`src/rtl/shell_argument_splitter_assert.svh`:
```
// Assertion macros shared by the argument splitter RTL.
// Every macro samples on clk and is disabled while rst_n is low.
`ifndef SHELL_ARGUMENT_SPLITTER_ASSERT_SVH
`define SHELL_ARGUMENT_SPLITTER_ASSERT_SVH

// The consequent must hold in the same cycle as the antecedent.
`define SAS_ASSERT_NOW(lbl, ante, cons, msg) \
  lbl: assert property (@(posedge clk) disable iff (!rst_n) (ante) |-> (cons)) \
    else $error(msg);

// The consequent must hold in the cycle after the antecedent.
`define SAS_ASSERT_NEXT(lbl, ante, cons, msg) \
  lbl: assert property (@(posedge clk) disable iff (!rst_n) (ante) |=> (cons)) \
    else $error(msg);

`endif

```
`src/rtl/sas_pkg.sv`:
```
// ----------------------------------------------------------------------------
// sas_pkg
// Types, codes and constants shared by the argument splitter modules.
// ----------------------------------------------------------------------------
`default_nettype none

package sas_pkg;

  // Parser modes
  typedef enum logic [2:0] {
    MODE_SPACES = 3'd0,
    MODE_ARG    = 3'd1,
    MODE_SQ     = 3'd2,
    MODE_DQ     = 3'd3,
    MODE_ESC    = 3'd4,
    MODE_DQESC  = 3'd5
  } mode_t;

  // Result kinds
  typedef enum logic [1:0] {
    KIND_BYTE   = 2'd0,
    KIND_ENDARG = 2'd1,
    KIND_OK     = 2'd2,
    KIND_ERR    = 2'd3
  } kind_t;

  // Special bytes
  localparam logic [7:0] CH_DQ  = 8'h22;
  localparam logic [7:0] CH_SQ  = 8'h27;
  localparam logic [7:0] CH_BS  = 8'h5C;
  localparam logic [7:0] CH_SP  = 8'h20;
  localparam logic [7:0] CH_NL  = 8'h0A;
  localparam logic [7:0] CH_TAB = 8'h09;

  // Command queue geometry; depth must be a power of two
  localparam int QDEPTH = 4;
  localparam int QPTR_W = $clog2(QDEPTH);
  localparam int QCNT_W = $clog2(QDEPTH + 1);

  typedef struct packed {
    logic [7:0] char_byte;
    logic       end_marker;
  } in_item_t;

  typedef struct packed {
    logic [7:0] out_byte;
    kind_t      kind;
    logic       last_of_run;
  } out_item_t;

  // One classified input item: one or two results
  typedef struct packed {
    logic [7:0] byte0;
    kind_t      kind0;
    logic [7:0] byte1;
    kind_t      kind1;
    logic       two;
  } cmd_t;

  typedef struct packed {
    logic empty;
    logic full;
  } q_status_t;

  function automatic logic is_blank(input logic [7:0] ch);
    return (ch == CH_SP) || (ch == CH_NL) || (ch == CH_TAB);
  endfunction

endpackage

`default_nettype wire

```
`src/rtl/sas_front.sv`:
```
// ----------------------------------------------------------------------------
// sas_front
// Parser front end: tracks the parse mode and turns each byte into a command.
// ----------------------------------------------------------------------------
`default_nettype none

module sas_front (
  input  wire                 clk,
  input  wire                 rst_n,
  input  wire                 in_valid,
  output logic                in_stall,
  input  sas_pkg::in_item_t   in_data,
  input  sas_pkg::q_status_t  q_status,
  output logic                push,
  output sas_pkg::cmd_t       push_cmd
);

  sas_pkg::mode_t mode_r;
  sas_pkg::mode_t mode_nxt;
  logic           in_fire;
  logic           has_res;
  logic [7:0]     ch;

  assign in_stall = q_status.full;
  assign in_fire  = in_valid && !in_stall;
  assign ch       = in_data.char_byte;
  assign push     = in_fire && has_res;

  always_ff @(posedge clk) begin
    if (!rst_n) begin
      mode_r <= sas_pkg::MODE_SPACES;
    end else begin
      mode_r <= mode_nxt;
    end
  end

  always_comb begin
    mode_nxt       = mode_r;
    has_res        = 1'b0;
    push_cmd.byte0 = 8'd0;
    push_cmd.kind0 = sas_pkg::KIND_BYTE;
    push_cmd.byte1 = 8'd0;
    push_cmd.kind1 = sas_pkg::KIND_BYTE;
    push_cmd.two   = 1'b0;
    if (in_fire) begin
      if (in_data.end_marker) begin
        has_res  = 1'b1;
        mode_nxt = sas_pkg::MODE_SPACES;
        case (mode_r)
          sas_pkg::MODE_ARG: begin
            push_cmd.kind0 = sas_pkg::KIND_ENDARG;
            push_cmd.kind1 = sas_pkg::KIND_OK;
            push_cmd.two   = 1'b1;
          end
          sas_pkg::MODE_SPACES: begin
            push_cmd.kind0 = sas_pkg::KIND_OK;
          end
          default: begin
            push_cmd.kind0 = sas_pkg::KIND_ERR;
          end
        endcase
      end else begin
        case (mode_r)
          sas_pkg::MODE_SQ: begin
            if (ch == sas_pkg::CH_SQ) begin
              mode_nxt = sas_pkg::MODE_ARG;
            end else begin
              has_res        = 1'b1;
              push_cmd.byte0 = ch;
            end
          end
          sas_pkg::MODE_DQ: begin
            if (ch == sas_pkg::CH_DQ) begin
              mode_nxt = sas_pkg::MODE_ARG;
            end else if (ch == sas_pkg::CH_BS) begin
              mode_nxt = sas_pkg::MODE_DQESC;
            end else begin
              has_res        = 1'b1;
              push_cmd.byte0 = ch;
            end
          end
          sas_pkg::MODE_ESC: begin
            has_res        = 1'b1;
            push_cmd.byte0 = ch;
            mode_nxt       = sas_pkg::MODE_ARG;
          end
          sas_pkg::MODE_DQESC: begin
            has_res  = 1'b1;
            mode_nxt = sas_pkg::MODE_DQ;
            if (ch != sas_pkg::CH_DQ && ch != sas_pkg::CH_BS) begin
              // keep the backslash, then the byte
              push_cmd.byte0 = sas_pkg::CH_BS;
              push_cmd.byte1 = ch;
              push_cmd.two   = 1'b1;
            end else begin
              push_cmd.byte0 = ch;
            end
          end
          default: begin
            if (ch == sas_pkg::CH_DQ) begin
              mode_nxt = sas_pkg::MODE_DQ;
            end else if (ch == sas_pkg::CH_SQ) begin
              mode_nxt = sas_pkg::MODE_SQ;
            end else if (ch == sas_pkg::CH_BS) begin
              mode_nxt = sas_pkg::MODE_ESC;
            end else if (sas_pkg::is_blank(ch)) begin
              if (mode_r == sas_pkg::MODE_ARG) begin
                has_res        = 1'b1;
                push_cmd.kind0 = sas_pkg::KIND_ENDARG;
              end
              mode_nxt = sas_pkg::MODE_SPACES;
            end else begin
              has_res        = 1'b1;
              push_cmd.byte0 = ch;
              mode_nxt       = sas_pkg::MODE_ARG;
            end
          end
        endcase
      end
    end
  end

`include "shell_argument_splitter_assert.svh"

  `SAS_ASSERT_NEXT(a_end_resets_mode, in_fire && in_data.end_marker, mode_r == sas_pkg::MODE_SPACES, "mode not back to spaces after end marker")

endmodule

`default_nettype wire

```
`src/rtl/sas_queue.sv`:
```
// ----------------------------------------------------------------------------
// sas_queue
// Short command queue between the parser front end and the result emitter.
// ----------------------------------------------------------------------------
`default_nettype none

module sas_queue (
  input  wire                 clk,
  input  wire                 rst_n,
  input  wire                 push,
  input  sas_pkg::cmd_t       push_cmd,
  input  wire                 pop,
  output sas_pkg::cmd_t       head_cmd,
  output sas_pkg::q_status_t  q_status
);

  sas_pkg::cmd_t                 slot_r [sas_pkg::QDEPTH];
  logic [sas_pkg::QPTR_W-1:0]    wr_ptr_r;
  logic [sas_pkg::QPTR_W-1:0]    rd_ptr_r;
  logic [sas_pkg::QCNT_W-1:0]    count_r;
  logic [sas_pkg::QCNT_W-1:0]    count_nxt;

  assign q_status.empty = (count_r == '0);
  assign q_status.full  = (count_r == sas_pkg::QCNT_W'(sas_pkg::QDEPTH));
  assign head_cmd       = slot_r[rd_ptr_r];

  always_comb begin
    count_nxt = count_r;
    if (push && !pop) begin
      count_nxt = count_r + 1'b1;
    end else if (pop && !push) begin
      count_nxt = count_r - 1'b1;
    end
  end

  always_ff @(posedge clk) begin
    if (!rst_n) begin
      wr_ptr_r <= '0;
      rd_ptr_r <= '0;
      count_r  <= '0;
    end else begin
      count_r <= count_nxt;
      if (push) begin
        wr_ptr_r <= wr_ptr_r + 1'b1;
      end
      if (pop) begin
        rd_ptr_r <= rd_ptr_r + 1'b1;
      end
    end
  end

  always_ff @(posedge clk) begin
    if (push) begin
      slot_r[wr_ptr_r] <= push_cmd;
    end
  end

`include "shell_argument_splitter_assert.svh"

  `SAS_ASSERT_NOW(a_no_underflow, pop, !q_status.empty, "pop from empty command queue")
  `SAS_ASSERT_NOW(a_no_overflow, push, !q_status.full, "push into full command queue")

endmodule

`default_nettype wire

```
`src/rtl/sas_back.sv`:
```
// ----------------------------------------------------------------------------
// sas_back
// Result emitter: unpacks queued commands into results on the output register.
// ----------------------------------------------------------------------------
`default_nettype none

module sas_back (
  input  wire                 clk,
  input  wire                 rst_n,
  input  sas_pkg::cmd_t       head_cmd,
  input  sas_pkg::q_status_t  q_status,
  output logic                pop,
  output logic                out_valid,
  input  wire                 out_stall,
  output sas_pkg::out_item_t  out_data
);

  logic                out_valid_r;
  logic                out_valid_nxt;
  sas_pkg::out_item_t  out_data_r;
  sas_pkg::out_item_t  out_data_nxt;
  logic                phase_r;
  logic                phase_nxt;
  logic                slot_free;

  assign out_valid = out_valid_r;
  assign out_data  = out_data_r;
  assign slot_free = !out_valid_r || !out_stall;

  always_comb begin
    pop           = 1'b0;
    phase_nxt     = phase_r;
    out_data_nxt  = out_data_r;
    out_valid_nxt = out_valid_r;
    if (slot_free) begin
      out_valid_nxt = 1'b0;
      if (phase_r) begin
        // second result of a two-result command
        out_data_nxt.out_byte    = head_cmd.byte1;
        out_data_nxt.kind        = head_cmd.kind1;
        out_data_nxt.last_of_run = 1'b1;
        out_valid_nxt            = 1'b1;
        phase_nxt                = 1'b0;
        pop                      = 1'b1;
      end else if (!q_status.empty) begin
        out_data_nxt.out_byte    = head_cmd.byte0;
        out_data_nxt.kind        = head_cmd.kind0;
        out_data_nxt.last_of_run = !head_cmd.two;
        out_valid_nxt            = 1'b1;
        phase_nxt                = head_cmd.two;
        pop                      = !head_cmd.two;
      end
    end
  end

  always_ff @(posedge clk) begin
    if (!rst_n) begin
      out_valid_r <= 1'b0;
      phase_r     <= 1'b0;
    end else begin
      out_valid_r <= out_valid_nxt;
      phase_r     <= phase_nxt;
    end
  end

  always_ff @(posedge clk) begin
    out_data_r <= out_data_nxt;
  end

`include "shell_argument_splitter_assert.svh"

  `SAS_ASSERT_NOW(a_phase_has_head, phase_r, !q_status.empty, "second result pending with empty queue")

endmodule

`default_nettype wire

```
`src/rtl/shell_argument_splitter.sv`:
```
// ----------------------------------------------------------------------------
// shell_argument_splitter
// Streaming shell-style splitter of a command line into arguments.
// ----------------------------------------------------------------------------
// Feed one command-line byte per transfer on the in_ channel, and close each
// line with a transfer that has end_marker set. Results come out on the out_
// channel: argument bytes (kind 0), end of argument (kind 1), line done ok
// (kind 2) or parse error (kind 3, line ended inside a quote or an escape);
// last_of_run flags the final result caused by one input transfer. A blank
// while skipping blanks, opening/closing quotes and escape backslashes cause
// no result; a blank that closes an argument yields end of argument. The
// block takes one byte per cycle unless the command queue is full; an input
// transfer that yields two results (a kept backslash inside double quotes,
// or end of argument plus line done) makes two output transfers, and a
// four-entry command queue between parser and emitter absorbs that so input
// keeps flowing. Each result is registered in the queue and then in the
// output register. After reset the parser skips blanks and is ready at once.
// ----------------------------------------------------------------------------
`default_nettype none

module shell_argument_splitter (
  input  wire                 clk,
  input  wire                 rst_n,
  input  wire                 in_valid,
  output logic                in_stall,
  input  sas_pkg::in_item_t   in_data,
  output logic                out_valid,
  input  wire                 out_stall,
  output sas_pkg::out_item_t  out_data
);

  sas_pkg::cmd_t       push_cmd;
  sas_pkg::cmd_t       head_cmd;
  sas_pkg::q_status_t  q_status;
  logic                push;
  logic                pop;

  // Parse mode tracking; classify each byte into a command
  sas_front u_front (
    .clk      (clk),
    .rst_n    (rst_n),
    .in_valid (in_valid),
    .in_stall (in_stall),
    .in_data  (in_data),
    .q_status (q_status),
    .push     (push),
    .push_cmd (push_cmd)
  );

  // Hold commands so that parser and emitter stall independently
  sas_queue u_queue (
    .clk      (clk),
    .rst_n    (rst_n),
    .push     (push),
    .push_cmd (push_cmd),
    .pop      (pop),
    .head_cmd (head_cmd),
    .q_status (q_status)
  );

  // Drain commands one result per output transfer
  sas_back u_back (
    .clk       (clk),
    .rst_n     (rst_n),
    .head_cmd  (head_cmd),
    .q_status  (q_status),
    .pop       (pop),
    .out_valid (out_valid),
    .out_stall (out_stall),
    .out_data  (out_data)
  );

endmodule

`default_nettype wire

```
`config.mk`:
```
export PLATFORM = sky130hd
export DESIGN_NAME = shell_argument_splitter
export DESIGN_NICKNAME = d
export VERILOG_FILES = /design/src/rtl/sas_pkg.sv /design/src/rtl/sas_front.sv /design/src/rtl/sas_queue.sv /design/src/rtl/sas_back.sv /design/src/rtl/shell_argument_splitter.sv
export VERILOG_INCLUDE_DIRS = /design/src /design/src/rtl
export SDC_FILE = /design/constraint.sdc
export NUM_CORES = 1
export LEC_CHECK = 0
export BUFFER_PORTS_ARGS = -buffer_cell sky130_fd_sc_hd__buf_4
export CELL_PAD_IN_SITES_DETAIL_PLACEMENT = 1
export CELL_PAD_IN_SITES_GLOBAL_PLACEMENT = 1
export CORE_ASPECT_RATIO = 1.5
export CORE_UTILIZATION = 50
export CTS_CLUSTER_DIAMETER = 50
export DETAILED_ROUTE_END_ITERATION = 6
export PLACE_DENSITY_LB_ADDON = 0.1
export SLEW_MARGIN = 20
export SYNTH_ARGS = -nofsm -noshare
export SYNTH_HDL_FRONTEND = slang
export SYNTH_HIERARCHICAL = 1
export SYNTH_SLANG_ARGS = --single-unit
```
`constraint.sdc`:
```
create_clock -name clk -period 8.3 [get_ports clk]
set_clock_uncertainty 0.1 [all_clocks]
set_input_delay 0.415 -clock clk [delete_from_list [all_inputs] [get_ports clk]]
set_output_delay 0.415 -clock clk [all_outputs]
set_load 0.005 [all_outputs]
```
==> impl_metrics.csv <==
group,metric,value,unit
outcome,status,"completed",
detailed_routing,drtPass1Iterations,4,
synth,yosys_most_used_dff,"edfxtp_1",
synth,synth_seq_cells,109,
clock_tree,clk_pin_slew_worst_paths,70,ps
clock_tree,htree_levels,3,
grt,grt_remaining_overflow,0,
worst_setup_path,worstPathRequired,8460,ps
power_and_ir_drop,power_frac_seq,0.483,
worst_setup_path,startpoint,"u_front/mode_r[0]$_SDFFE_PN0P_",
grt,grt_pass1_wl,14.7,mm
synth,synth_cells,303,
placed_design,port_buffers,25,
timing,setup_tns,0,ps
synth,yosysWarnings,6,
die,core_area,9310,sq um
clock_tree,cts_buffers,9,
final_layout,design_area,5380,sq um
power_and_ir_drop,p_per_area,294,nW/um^2
synth,syn-num-nets,322,
timing,slew_viol_final,0,
detailed_routing,drc,0,
detailed_routing,wl,9.56,mm
timing,rsz0062_at_grt,"false",
power_and_ir_drop,p_leak,1.87,nW
timing,slew_headroom,0.275,
final_layout,diodes,0,
die,floorplan.die_area,10100,sq um
worst_setup_path,critPathKind,"flop to flop",
power_and_ir_drop,switchingPower,0.000410,W
clock_tree,cts_resized,0,
timing,hold_viol_final,0,
synth,yosysTopAreaCell,"edfxtp_1",
placed_design,dpl_worst_slack,4700,ps
final_layout,area.growth.synth_to_final,11.1,%
die,start_util,0.520,
timing,tightest_slew,1090,ps
final_layout,nNetsFinal,345,
placed_design,dp_hpwl,6.57,mm
timing,final-setup-viol-count,0,
clock_tree,hold_buffers,0,
power_and_ir_drop,clockPowerShare,0.257,
grt,track_usage,0.210,
synth,synth_edf_count,95,
clock_tree,insertion_delay,330,ps
detailed_routing,drtAntennaViolNets,0,
detailed_routing,vias,2666,
final_layout,final_cells,443,
grt,grt_pass1_vias,2767,
synth,synth_area,4840,sq um
clock_tree,ctsRootBufferMaster,"clkbuf_16",
power_and_ir_drop,p_int,0.00117,W
placed_design,gp_congestion,0.910,
synth,syn_area_per_cell,16.0,sq um
worst_hold_path,min_path_type,"input pin to flop",
power_and_ir_drop,pwr-share-comb,0.261,
synth,synth_area_leaders,"edfxtp_1 59%, mux4_2 9.3%, dfxtp_1 5.8%, mux2_4 2.2%, and2_1 1.7%",
worst_setup_path,endpoint_kind,"flop",
synth,async_reset_ff_frac,0,
synth,yosysMostFrequentCell,"edfxtp_1",
run,drv_cap,0,
placed_design,placedCellCount,427,
timing,fmax,0.288,GHz
timing,layout_min_cycle_time,3470,ps
grt,grt_max_degree,22,
worst_setup_path,startpoint_type,"flop",
detailed_routing,drt_first_iter_violations,120,
worst_setup_path,arrival,3630,ps
clock_tree,cts_tree,"done",
detailed_routing,via_per_inst,6.02,
power_and_ir_drop,netSwitchingFraction,0.260,
final_layout,drive_above_1_share,0.236,
die,num_rows,43,
worst_setup_path,r2r_start,"u_front/mode_r[0]$_SDFFE_PN0P_",
die,die_w,82.3,microns
synth,synth-seq-area-share,0.647,
power_and_ir_drop,ir_worst_vdd,0.133,mV
synth,ys_types,59,
grt,antenna_found_initial,0,
timing,post-route-period-util,0.418,
clock_tree,clockBufferDepth,2,
detailed_routing,wire_per_inst,21.6,microns
timing,finalWorstSetupSlack,4830,ps
placed_design,dpl_cell_area,5080,sq um
die,die_h,122,microns
synth,yosys-top-cells-count,"95 x edfxtp_1, 20 x mux4_2, 14 x dfxtp_1, 13 x and2_1, 13 x nand2_1",
worst_setup_path,path_max_fanout,9,
die,ios,26,
worst_hold_path,min_from,"rst_n",
synth,synth_top_area_frac,0.589,
clock_tree,post_cts_buffers,0,
clock_tree,clkSinkCount,109,
routing by layer:
metal / part of all wire / up-vias / global-route usage
met5: 0 / - / 0
met3: 0.019 / 16 / 0.0387
li1: - / 1231 / -
met4: 0.021 / 0 / 0.0888
met2: 0.54 / 58 / 0.368
met1: 0.42 / 1361 / 0.249
power by group through the flow:
stage,clock network [W],logic [W],registers (W)
global route,0.000436,0.000452,0.000774
detailed placement,0,0.000416,0.000777
finish,0.000405,0.000411,0.000762
CTS,0.000415,0.000419,0.000766
floorplan,0,0.000311,0.000752
global placement,0,0.000404,0.000770
state kept, by name, summed over array words and instances (netlist names), named ones only:
name	flops
u_queue/slot_r	84
u_queue/count_r	3
u_queue/rd_ptr_r	2
u_queue/wr_ptr_r	2
u_back/phase_r	1
u_back/out_data	11
u_front/mode_r	3
u_back/out_valid	1
cells by family (layout without fill, tap and decap cells):
group           Yosys count  count (layout)  share of synthesized area
flops                   109             109                      0.647
simple gates             83              83                      0.104
compound gates           42              42                     0.0610
mux                      34              34                      0.133
buf+inv                  21              49                     0.0240
xor+xnor                  7               7                     0.0127
fa+ha+maj                 6               6                     0.0171
other cells               1               1                   0.000775
final cells by class:
type,count,area [sq um]
clock buffers,11,233
fillers,887,3930
flip-flops and latches,109,3130
repair buffers,26,195
multi-input cells,173,1600
inverters,7,26.3
well taps,112,140
clock inverters,5,51.3
worst paths after layout:
check,endpoint,slack [ps],depth (start not counted)
max,u_queue/count_r[2]$_SDFFE_PN0P_,4830,11
min,u_queue/wr_ptr_r[0]$_SDFFE_PN0P_,320,2
max reg2reg,u_queue/count_r[2]$_SDFFE_PN0P_,4830,11
min reg2reg,u_queue/count_r[2]$_SDFFE_PN0P_,460,2
metrics by stage:
step | utilization | hold WS, ps | total power [W]
floorplan | - | 372 | 0.00106
global placement | 0.546 | 386 | 0.00117
detailed placement | 0.546 | 438 | 0.00119
CTS | 0.577 | 314 | 0.00160
global route | 0.578 | 320 | 0.00166
finish | 0.578 | 320 | 0.00158
placed cells by master (no fill, tap or decap), types with 7 or more instances in the layout:
| cell type | instances |
|---|---|
| dfxtp_1 | 14 |
| edfxtp_1 | 95 |
| nand2_1 | 13 |
| and2_1 | 10 |
| nor2_1 | 10 |
| mux2_4 | 7 |
| clkbuf_16 | 9 |
| buf_4 | 26 |
| inv_1 | 7 |
| mux4_2 | 20 |
| and3_1 | 11 |
worst max-delay path: stages (launching register included):
cell and delay [ps]:
dfxtp_1 480, nor2b_1 280, and2_1 220, nor4b_1 380
o41ai_1 100, a31oi_1 480, ha_1 290, inv_1 60
fa_1 370, xor2_1 160, or3_1 300, a21boi_0 170
(Power assumes the default switching activity.)
